<file path="src/design/assert_macros.svh">
// Assertion macros used by the RTL of the deframer.
// Expects clk_i and rst_ni in the scope where a macro is used.
`ifndef ASSERT_MACROS_SVH
`define ASSERT_MACROS_SVH

// Condition holds at every clock edge out of reset.
`define ASSERT_ALWAYS(lbl, cond) \
  lbl: assert property (@(posedge clk_i) disable iff (!rst_ni) (cond)) \
    else $error("assertion failed");

// Consequent holds in the cycle after the antecedent.
`define ASSERT_NEXT(lbl, ante, cons) \
  lbl: assert property (@(posedge clk_i) disable iff (!rst_ni) (ante) |=> (cons)) \
    else $error("assertion failed");

`endif

</file>
<file path="src/design/rfd_pkg.sv">
// Types and constants of the radio frame deframer.
// No dependencies.
package rfd_pkg;

  localparam int unsigned NumChannels = 16;
  localparam int unsigned FlagByte    = 33;
  localparam int unsigned LostBit     = 2;
  localparam int unsigned FailsafeBit = 3;
  localparam int unsigned ApbAddrW    = 3;
  localparam int unsigned ApbDataW    = 32;

  // register word index on the APB port
  localparam logic RegHeader = 1'b0;

  localparam logic [7:0] HeaderReset = 8'h0F;

  typedef enum logic [3:0] {
    ST_IDLE,
    ST_SCAN_RD,
    ST_SCAN_CMP,
    ST_CHK_RD,
    ST_CHK_CMP,
    ST_FLG_RD,
    ST_FLG_CAP,
    ST_HI_RD,
    ST_HI_CAP,
    ST_LO_RD,
    ST_LO_CAP,
    ST_EMIT
  } rfd_state_e;

endpackage

</file>
<file path="src/design/rfd_ram.sv">
// Generic single-port-write, single-port-read RAM with registered read data.
// No dependencies.
module rfd_ram #(
  parameter int unsigned Width = 8,
  parameter int unsigned Depth = 35
) (
  input  logic                     clk_i,
  input  logic                     we_i,
  input  logic [$clog2(Depth)-1:0] waddr_i,
  input  logic [Width-1:0]         wdata_i,
  input  logic [$clog2(Depth)-1:0] raddr_i,
  output logic [Width-1:0]         rdata_o
);

  logic [Width-1:0] mem_q [Depth];
  logic [Width-1:0] rdata_q;

  always_ff @(posedge clk_i) begin
    if (we_i) begin
      mem_q[waddr_i] <= wdata_i;
    end
    rdata_q <= mem_q[raddr_i];
  end

  assign rdata_o = rdata_q;

endmodule

</file>
<file path="src/design/radio_frame_deframer_core.sv">
// Serial frame deframer: byte window in a RAM, header resync and channel unpack.
// Depends on rfd_pkg, rfd_ram and assert_macros.svh.
//
// Received bytes go into a circular window of FRAME_LEN bytes held in one RAM
// with a single registered read port; every read of the window goes through
// that port, and every access through one shared modulo-FRAME_LEN adder,
// under a small sequencer. rx_ready_o is high only while the sequencer is idle.
// A byte that leaves the window short of a full frame is written, then the
// resync scan reads and compares the front byte and drops it if it is not the
// header, until a header byte is found or the window is empty. A byte that
// fills the window but fails the frame check has its header read, then the
// check byte read and compared, and the front byte dropped. A byte that
// completes a valid frame goes through scan and check, a flag byte read, then
// for each of the 16 channel results two RAM reads and one load of the output
// register, where the load waits while the output side stalls. A result held
// in the output register does not block the next input byte. The header byte is
// programmed through the APB port at word 0 (reset 0x0F); write it only while the block is idle.
`include "assert_macros.svh"

module radio_frame_deframer_core #(
  parameter int unsigned FRAME_LEN = 35
) (
  input  logic                         clk_i,
  input  logic                         rst_ni,
  // APB configuration port
  input  logic                         psel,
  input  logic                         penable,
  input  logic                         pwrite,
  input  logic [rfd_pkg::ApbAddrW-1:0] paddr,
  input  logic [rfd_pkg::ApbDataW-1:0] pwdata,
  output logic [rfd_pkg::ApbDataW-1:0] prdata,
  output logic                         pready,
  // byte input
  input  logic                         rx_valid_i,
  output logic                         rx_ready_o,
  input  logic [7:0]                   rx_byte_i,
  // channel results
  output logic                         out_valid_o,
  input  logic                         out_ready_i,
  output logic [3:0]                   channel_index_o,
  output logic [15:0]                  channel_value_o,
  output logic                         link_lost_o,
  output logic                         failsafe_o,
  output logic                         last_channel_o
);

  import rfd_pkg::*;

  localparam int unsigned IdxW  = $clog2(FRAME_LEN);
  localparam int unsigned FillW = $clog2(FRAME_LEN + 1);

  localparam logic [IdxW-1:0]  OffCheck = IdxW'(FRAME_LEN - 2);
  localparam logic [IdxW-1:0]  OffFlag  = IdxW'(FlagByte);
  localparam logic [IdxW-1:0]  OffOne   = IdxW'(1);
  localparam logic [IdxW-1:0]  OffZero  = '0;
  localparam logic [FillW-1:0] FillFull = FillW'(FRAME_LEN);

  rfd_state_e state_q, state_d;

  logic [7:0]       header_q, header_d;
  logic [FillW-1:0] fill_q, fill_d;
  logic [IdxW-1:0]  head_q, head_d;
  logic [IdxW-1:0]  off_q, off_d;
  logic [3:0]       ch_q, ch_d;
  logic [1:0]       flags_q, flags_d;
  logic [7:0]       hi_q, hi_d;
  logic [7:0]       lo_q, lo_d;

  logic             out_valid_q, out_valid_d;
  logic [3:0]       out_idx_q, out_idx_d;
  logic [15:0]      out_val_q, out_val_d;
  logic             out_lost_q, out_lost_d;
  logic             out_fs_q, out_fs_d;
  logic             out_last_q, out_last_d;

  logic             rx_xfer, out_xfer, cfg_wr;
  logic             out_free;

  // shared address unit: (head + offset) mod FRAME_LEN, both operands < FRAME_LEN
  logic [IdxW-1:0]  au_off;
  logic [IdxW:0]    au_sum;
  logic [IdxW-1:0]  au_res;

  logic             ram_we;
  logic [7:0]       ram_rdata;

  // ---------------------------------------------------------------------------
  // configuration port
  assign pready = 1'b1;
  assign cfg_wr = psel && penable && pwrite;

  always_comb begin
    header_d = header_q;
    if (cfg_wr && (paddr[2] == RegHeader)) begin
      header_d = pwdata[7:0];
    end
  end

  always_comb begin
    prdata = '0;
    if (paddr[2] == RegHeader) begin
      prdata = {{(ApbDataW-8){1'b0}}, header_q};
    end
  end

  // ---------------------------------------------------------------------------
  // handshakes
  assign rx_ready_o = (state_q == ST_IDLE);
  assign rx_xfer    = rx_valid_i && rx_ready_o;
  assign out_xfer   = out_valid_q && out_ready_i;
  assign out_free   = !out_valid_q || out_ready_i;

  // ---------------------------------------------------------------------------
  // address unit
  always_comb begin
    au_sum = {1'b0, head_q} + {1'b0, au_off};
    if (au_sum >= (IdxW+1)'(FRAME_LEN)) begin
      au_sum = au_sum - (IdxW+1)'(FRAME_LEN);
    end
    au_res = au_sum[IdxW-1:0];
  end

  rfd_ram #(
    .Width(8),
    .Depth(FRAME_LEN)
  ) u_window (
    .clk_i  (clk_i),
    .we_i   (ram_we),
    .waddr_i(au_res),
    .wdata_i(rx_byte_i),
    .raddr_i(au_res),
    .rdata_o(ram_rdata)
  );

  // ---------------------------------------------------------------------------
  // next state
  always_comb begin
    state_d = state_q;
    case (state_q)
      ST_IDLE: begin
        if (rx_xfer) state_d = ST_SCAN_RD;
      end
      ST_SCAN_RD: begin
        state_d = (fill_q == '0) ? ST_IDLE : ST_SCAN_CMP;
      end
      ST_SCAN_CMP: begin
        if (ram_rdata != header_q) begin
          state_d = ST_SCAN_RD;
        end else if (fill_q == FillFull) begin
          state_d = ST_CHK_RD;
        end else begin
          state_d = ST_IDLE;
        end
      end
      ST_CHK_RD:   state_d = ST_CHK_CMP;
      ST_CHK_CMP:  state_d = (ram_rdata[7:4] != 4'h0) ? ST_IDLE : ST_FLG_RD;
      ST_FLG_RD:   state_d = ST_FLG_CAP;
      ST_FLG_CAP:  state_d = ST_HI_RD;
      ST_HI_RD:    state_d = ST_HI_CAP;
      ST_HI_CAP:   state_d = ST_LO_RD;
      ST_LO_RD:    state_d = ST_LO_CAP;
      ST_LO_CAP:   state_d = ST_EMIT;
      ST_EMIT: begin
        if (out_free) begin
          state_d = (ch_q == 4'(NumChannels - 1)) ? ST_IDLE : ST_HI_RD;
        end
      end
      default:     state_d = ST_IDLE;
    endcase
  end

  // ---------------------------------------------------------------------------
  // datapath control
  always_comb begin
    au_off      = OffZero;
    ram_we      = 1'b0;
    fill_d      = fill_q;
    head_d      = head_q;
    off_d       = off_q;
    ch_d        = ch_q;
    flags_d     = flags_q;
    hi_d        = hi_q;
    lo_d        = lo_q;
    out_valid_d = out_xfer ? 1'b0 : out_valid_q;
    out_idx_d   = out_idx_q;
    out_val_d   = out_val_q;
    out_lost_d  = out_lost_q;
    out_fs_d    = out_fs_q;
    out_last_d  = out_last_q;

    case (state_q)
      ST_IDLE: begin
        // fill < FRAME_LEN here, so it fits the offset width
        au_off = fill_q[IdxW-1:0];
        if (rx_xfer) begin
          ram_we = 1'b1;
          fill_d = fill_q + FillW'(1);
        end
      end
      ST_SCAN_RD: begin
        au_off = OffZero;
      end
      ST_SCAN_CMP: begin
        au_off = OffOne;
        if (ram_rdata != header_q) begin
          head_d = au_res;
          fill_d = fill_q - FillW'(1);
        end
      end
      ST_CHK_RD: begin
        au_off = OffCheck;
      end
      ST_CHK_CMP: begin
        au_off = OffOne;
        if (ram_rdata[7:4] != 4'h0) begin
          head_d = au_res;
          fill_d = fill_q - FillW'(1);
        end
      end
      ST_FLG_RD: begin
        au_off = OffFlag;
      end
      ST_FLG_CAP: begin
        flags_d = {ram_rdata[FailsafeBit], ram_rdata[LostBit]};
        off_d   = OffOne;
        ch_d    = '0;
      end
      ST_HI_RD: begin
        au_off = off_q;
      end
      ST_HI_CAP: begin
        hi_d  = ram_rdata;
        off_d = off_q + OffOne;
      end
      ST_LO_RD: begin
        au_off = off_q;
      end
      ST_LO_CAP: begin
        lo_d  = ram_rdata;
        off_d = off_q + OffOne;
      end
      ST_EMIT: begin
        if (out_free) begin
          out_valid_d = 1'b1;
          out_idx_d   = ch_q;
          out_val_d   = {hi_q, lo_q};
          out_lost_d  = flags_q[0];
          out_fs_d    = flags_q[1];
          out_last_d  = (ch_q == 4'(NumChannels - 1));
          ch_d        = ch_q + 4'd1;
          if (ch_q == 4'(NumChannels - 1)) begin
            fill_d = '0;
          end
        end
      end
      default: begin
        au_off = OffZero;
      end
    endcase
  end

  // ---------------------------------------------------------------------------
  // registers
  always_ff @(posedge clk_i or negedge rst_ni) begin
    if (!rst_ni) begin
      state_q     <= ST_IDLE;
      header_q    <= HeaderReset;
      fill_q      <= '0;
      head_q      <= '0;
      out_valid_q <= 1'b0;
    end else begin
      state_q     <= state_d;
      header_q    <= header_d;
      fill_q      <= fill_d;
      head_q      <= head_d;
      out_valid_q <= out_valid_d;
    end
  end

  always_ff @(posedge clk_i) begin
    off_q      <= off_d;
    ch_q       <= ch_d;
    flags_q    <= flags_d;
    hi_q       <= hi_d;
    lo_q       <= lo_d;
    out_idx_q  <= out_idx_d;
    out_val_q  <= out_val_d;
    out_lost_q <= out_lost_d;
    out_fs_q   <= out_fs_d;
    out_last_q <= out_last_d;
  end

  assign out_valid_o     = out_valid_q;
  assign channel_index_o = out_idx_q;
  assign channel_value_o = out_val_q;
  assign link_lost_o     = out_lost_q;
  assign failsafe_o      = out_fs_q;
  assign last_channel_o  = out_last_q;

  // ---------------------------------------------------------------------------
  // assertions
  `ASSERT_ALWAYS(a_fill_bound, fill_q <= FillFull)
  `ASSERT_ALWAYS(a_head_bound, {1'b0, head_q} < (IdxW+1)'(FRAME_LEN))
  `ASSERT_NEXT(a_push_grows, rx_xfer, fill_q == $past(fill_q) + FillW'(1))
  `ASSERT_NEXT(a_last_empties, (state_q == ST_EMIT) && out_free && out_last_d,
               (fill_q == '0) && (state_q == ST_IDLE))

endmodule

</file>
<file path="config.mk">
export PLATFORM = sky130hd
export DESIGN_NAME = radio_frame_deframer_core
export DESIGN_NICKNAME = d
export VERILOG_FILES = /design/src/design/rfd_pkg.sv /design/src/design/rfd_ram.sv /design/src/design/radio_frame_deframer_core.sv
export VERILOG_INCLUDE_DIRS = /design/src /design/src/design
export SDC_FILE = /design/constraint.sdc
export NUM_CORES = 1
export LEC_CHECK = 0
export BUFFER_PORTS_ARGS = -buffer_cell sky130_fd_sc_hd__buf_2
export CORE_MARGIN = 2
export CORE_UTILIZATION = 55
export CTS_CLUSTER_DIAMETER = 60
export CTS_CLUSTER_SIZE = 10
export DETAILED_ROUTE_END_ITERATION = 10
export MAX_ROUTING_LAYER = met4
export PLACE_DENSITY = 0.73
export SKIP_LAST_GASP = 1
export SLEW_MARGIN = 30
export SYNTH_ARGS = -nofsm -noshare
export SYNTH_HDL_FRONTEND = slang
export SYNTH_SLANG_ARGS = --single-unit
</file>
<file path="constraint.sdc">
create_clock -name clk_i -period 6.1 [get_ports clk_i]
set_input_delay 1.22 -clock clk_i [delete_from_list [all_inputs] [get_ports clk_i]]
set_output_delay 1.22 -clock clk_i [all_outputs]
set_load 0.01 [all_outputs]
</file>
==> impl_metrics.py <==
metrics = {
    "status": {
        "outcome": "complete, no violations",
    },
    "hold_path": {
        "hp-class": "reg -> reg",
        "hold_path_depth": 0,
    },
    "sta": {
        "tightestPinTransition_ns": 0.880,
        "slew_viol_final": 0,
        "fmax_mhz": 178,
        "rsz0062_at_grt": "false",
        "fin_crit_ns": 5.61,
        "slew-limit-headroom": 0.398,
        "setup_violations": 0,
        "finalHoldViolCount": 0,
        "post-route-period-util": 0.919,
        "finalSetupTns_ns": 0,
        "final.setup_skew_ns": 0.0134,
    },
    "critical_path": {
        "rr_worst_depth": 16,
        "critPathCaptureType": "register",
        "path_max_fanout": 33,
        "cp_data_required_time_ns": 6.43,
        "crit_chain": "or2_2 > a21oi_1 > o31ai_1 > ha_1 > fa_1 > xor2_1 > a21oi_1 > o21ai_1 > o41ai_4 > xor2_4 > buf_4 > mux2i_1 > mux2i_1 > a211o_1 > a211oi_1 > o221ai_1",
        "cp.arrival_ns": 5.93,
        "path_class": "reg -> reg",
        "start_kind": "register",
        "cp_slowest_cell": "xor2_4",
        "critPathMaxStageDelay_ns": 0.64,
    },
    "logic_synthesis": {
        "synth_top_area_share": 0.643,
        "synth_area_um2": 15500,
        "synthCells": 1064,
        "avgSynthCellArea_um2": 14.5,
        "ys.flop_type": "edfxtp_1",
        "synth_cell_type_count": 74,
        "synth_edf_count": 331,
        "ys_seq_elements": 364,
        "yosysWarnings": 0,
        "synth.largest_area_cell": "edfxtp_1",
        "synth_area_leaders": "edfxtp_1, mux2i_1, dfrtp_1, nand2_1, nor2_1",
        "synth_seq_area_share": 0.694,
        "async_reset_ff_frac": 0.0687,
    },
    "cells_and_area": {
        "seq_area_um2": 10700,
        "fillers": 1994,
        "area_growth_pct": 13.2,
        "final_nets": 1239,
        "multiInputGateArea_um2": 4330,
        "layout-drive-gt1-share": 0.175,
    },
    "routing": {
        "drtPass1Iterations": 6,
        "detail-route-antenna-nets": 0,
        "route.detailed.drc": 0,
        "vias": 9383,
        "wl_per_cell_um": 21.5,
        "drt-vias-per-instance": 5.97,
        "drt_iter0_markers": 1015,
        "routed_wirelength_um": 33800,
    },
    "global_route": {
        "antenna_found_initial": 1,
        "grt_max_degree": 65,
        "grt_pass1_wl_um": 51000,
        "track_usage": 0.238,
        "overflow": 0,
        "grt_pass1_vias": 8982,
    },
    "clocking": {
        "clkSlewWorstSetupHoldPaths_ns": 0.06,
        "clockRootBuffer": "clkbuf_16",
        "htree_levels": 2,
        "cts.path.max_buffers": 3,
        "clock_latency_ns": 0.53,
        "cts_setup_buffers": 0,
        "cts-buffers-inserted": 42,
        "hold_buffers": 0,
        "cts_resized": 0,
        "clock-sinks": 364,
        "cts_tree": "built",
    },
    "floorplanning": {
        "die_height_um": 172,
        "die-area_um2": 29500,
        "floorplan.rows": 61,
        "die_x_um": 172,
        "initial_core_util": 0.558,
        "core-area_um2": 27700,
        "io_pins": 108,
    },
    "placement": {
        "port_buffers": 56,
        "hpwl_um": 21600,
        "place.gp.congestion": 0.907,
    },
    "run": {
        "cap_violations": 0,
    },
}
## logic make-up (layout without fill, tap and decap cells)
logic type,Yosys count,after routing,share of synthesized area
AO/OA/AOI/OAI,183,183,0.0848
XOR/XNOR,23,23,0.0140
adder cells (fa/ha/maj),15,15,0.0131
other,2,26,0.000486
AND/OR/NAND/NOR,305,305,0.0915
buffers and inverters,84,189,0.0350
multiplexers,88,88,0.0672
flip-flops,364,364,0.694
## cells in the mapped netlist (16+ instances only)
cell type  count
a211oi_1      33
a21oi_1       23
a31oi_1       16
and2_1        32
buf_4         30
clkbuf_1      20
dfrtp_1       21
edfxtp_1     331
mux2_2        18
mux2i_1       60
nand2_1      102
nand3_1       29
nor2_1        81
o21ai_0       29
## critical path: cells and delay by family, from the launching register on
family	cells	cell delay, ns
mux	2	0.40
compound gates	8	2.02
buf+inv	1	0.48
xor+xnor	2	0.87
flops	1	0.55
fa+ha+maj	2	0.67
simple gates	1	0.42
## stage by stage
stage	area [um2]	util	instances	setup WS [ns]	hold WS (ns)
2_1_floorplan	15600	-	1087	1.27	0.400
3_3_place_gp	16300	0.589	1508	0.692	0.403
3_5_place_dp	16300	0.589	1508	0.557	0.405
4_1_cts	17500	0.632	1570	0.509	0.417
5_1_grt	17500	0.632	1571	0.168	0.423
6_report	17500	0.632	1571	0.495	0.415
## area by class of cell
type | count | share of cell area
Clock buffer | 59 | 0.0654
Multi-Input combinational cell | 639 | 0.247
Clock inverter | 3 | 0.00193
Sequential cell | 364 | 0.613
Inverter | 10 | 0.00214
Tap cell | 378 | 0.0270
Timing Repair Buffer | 117 | 0.0436
Antenna cell | 1 | 0.000143
## per-layer routing
metal,track usage,vias up,wire length [um]
li1,-,4246,-
met1,0.311,4584,13600
met2,0.390,485,16700
met3,0.0373,68,2770
met4,0.0711,0,812
met5,-,-,0
## worst paths after layout
check | startpoint | endpoint | slack, ns
min reg2reg | lo_q[2] | channel_value_o[2] | 0.42
max reg2reg | state_q[1] | u_window.rdata_o[7] | 0.49
max | state_q[1] | u_window.rdata_o[7] | 0.49
min in group asynchronous | rst_ni | head_q[0] | 0.69
min | lo_q[2] | channel_value_o[2] | 0.42
max in group asynchronous | rst_ni | header_q[5] | 5.02
## layout by cell type, fill, tap and decap left out, types with 7 or more instances in the layout
| cell | instances |
|---|---|
| edfxtp_1 | 331 |
| nand3_1 | 29 |
| mux2_2 | 18 |
| conb_1 | 25 |
| nand2b_1 | 8 |
| buf_2 | 56 |
| o21ai_0 | 29 |
| a31oi_1 | 16 |
| a2111oi_0 | 15 |
| nor3_1 | 14 |
| a211oi_1 | 33 |
| clkbuf_1 | 15 |
| inv_1 | 10 |
| nor2b_1 | 12 |
| mux2i_1 | 59 |
| nand2_1 | 102 |
| xnor2_1 | 14 |
| ha_1 | 13 |
| dfxtp_1 | 8 |
| and2_1 | 32 |
| dfrtp_1 | 21 |
| mux4_2 | 7 |
| a21oi_1 | 23 |
| nor2_1 | 80 |
| buf_4 | 59 |
| clkbuf_16 | 43 |
| a22o_1 | 7 |
## sequential cells by signal (all words and copies together), names as in the netlist, 2 cells and up
| signal | count |
|---|---|
| ch_q | 4 |
| channel_index_o | 4 |
| channel_value_o | 16 |
| fill_q | 6 |
| flags_q | 2 |
| head_q | 6 |
| header_q | 8 |
| hi_q | 8 |
| lo_q | 8 |
| off_q | 6 |
| state_q | 4 |
| u_window.mem_q | 280 |
| u_window.rdata_o | 8 |
Power is left out: the tool's default activity adds up to more than one toggle a clock period on the data nets, which glitch-free logic cannot reach.
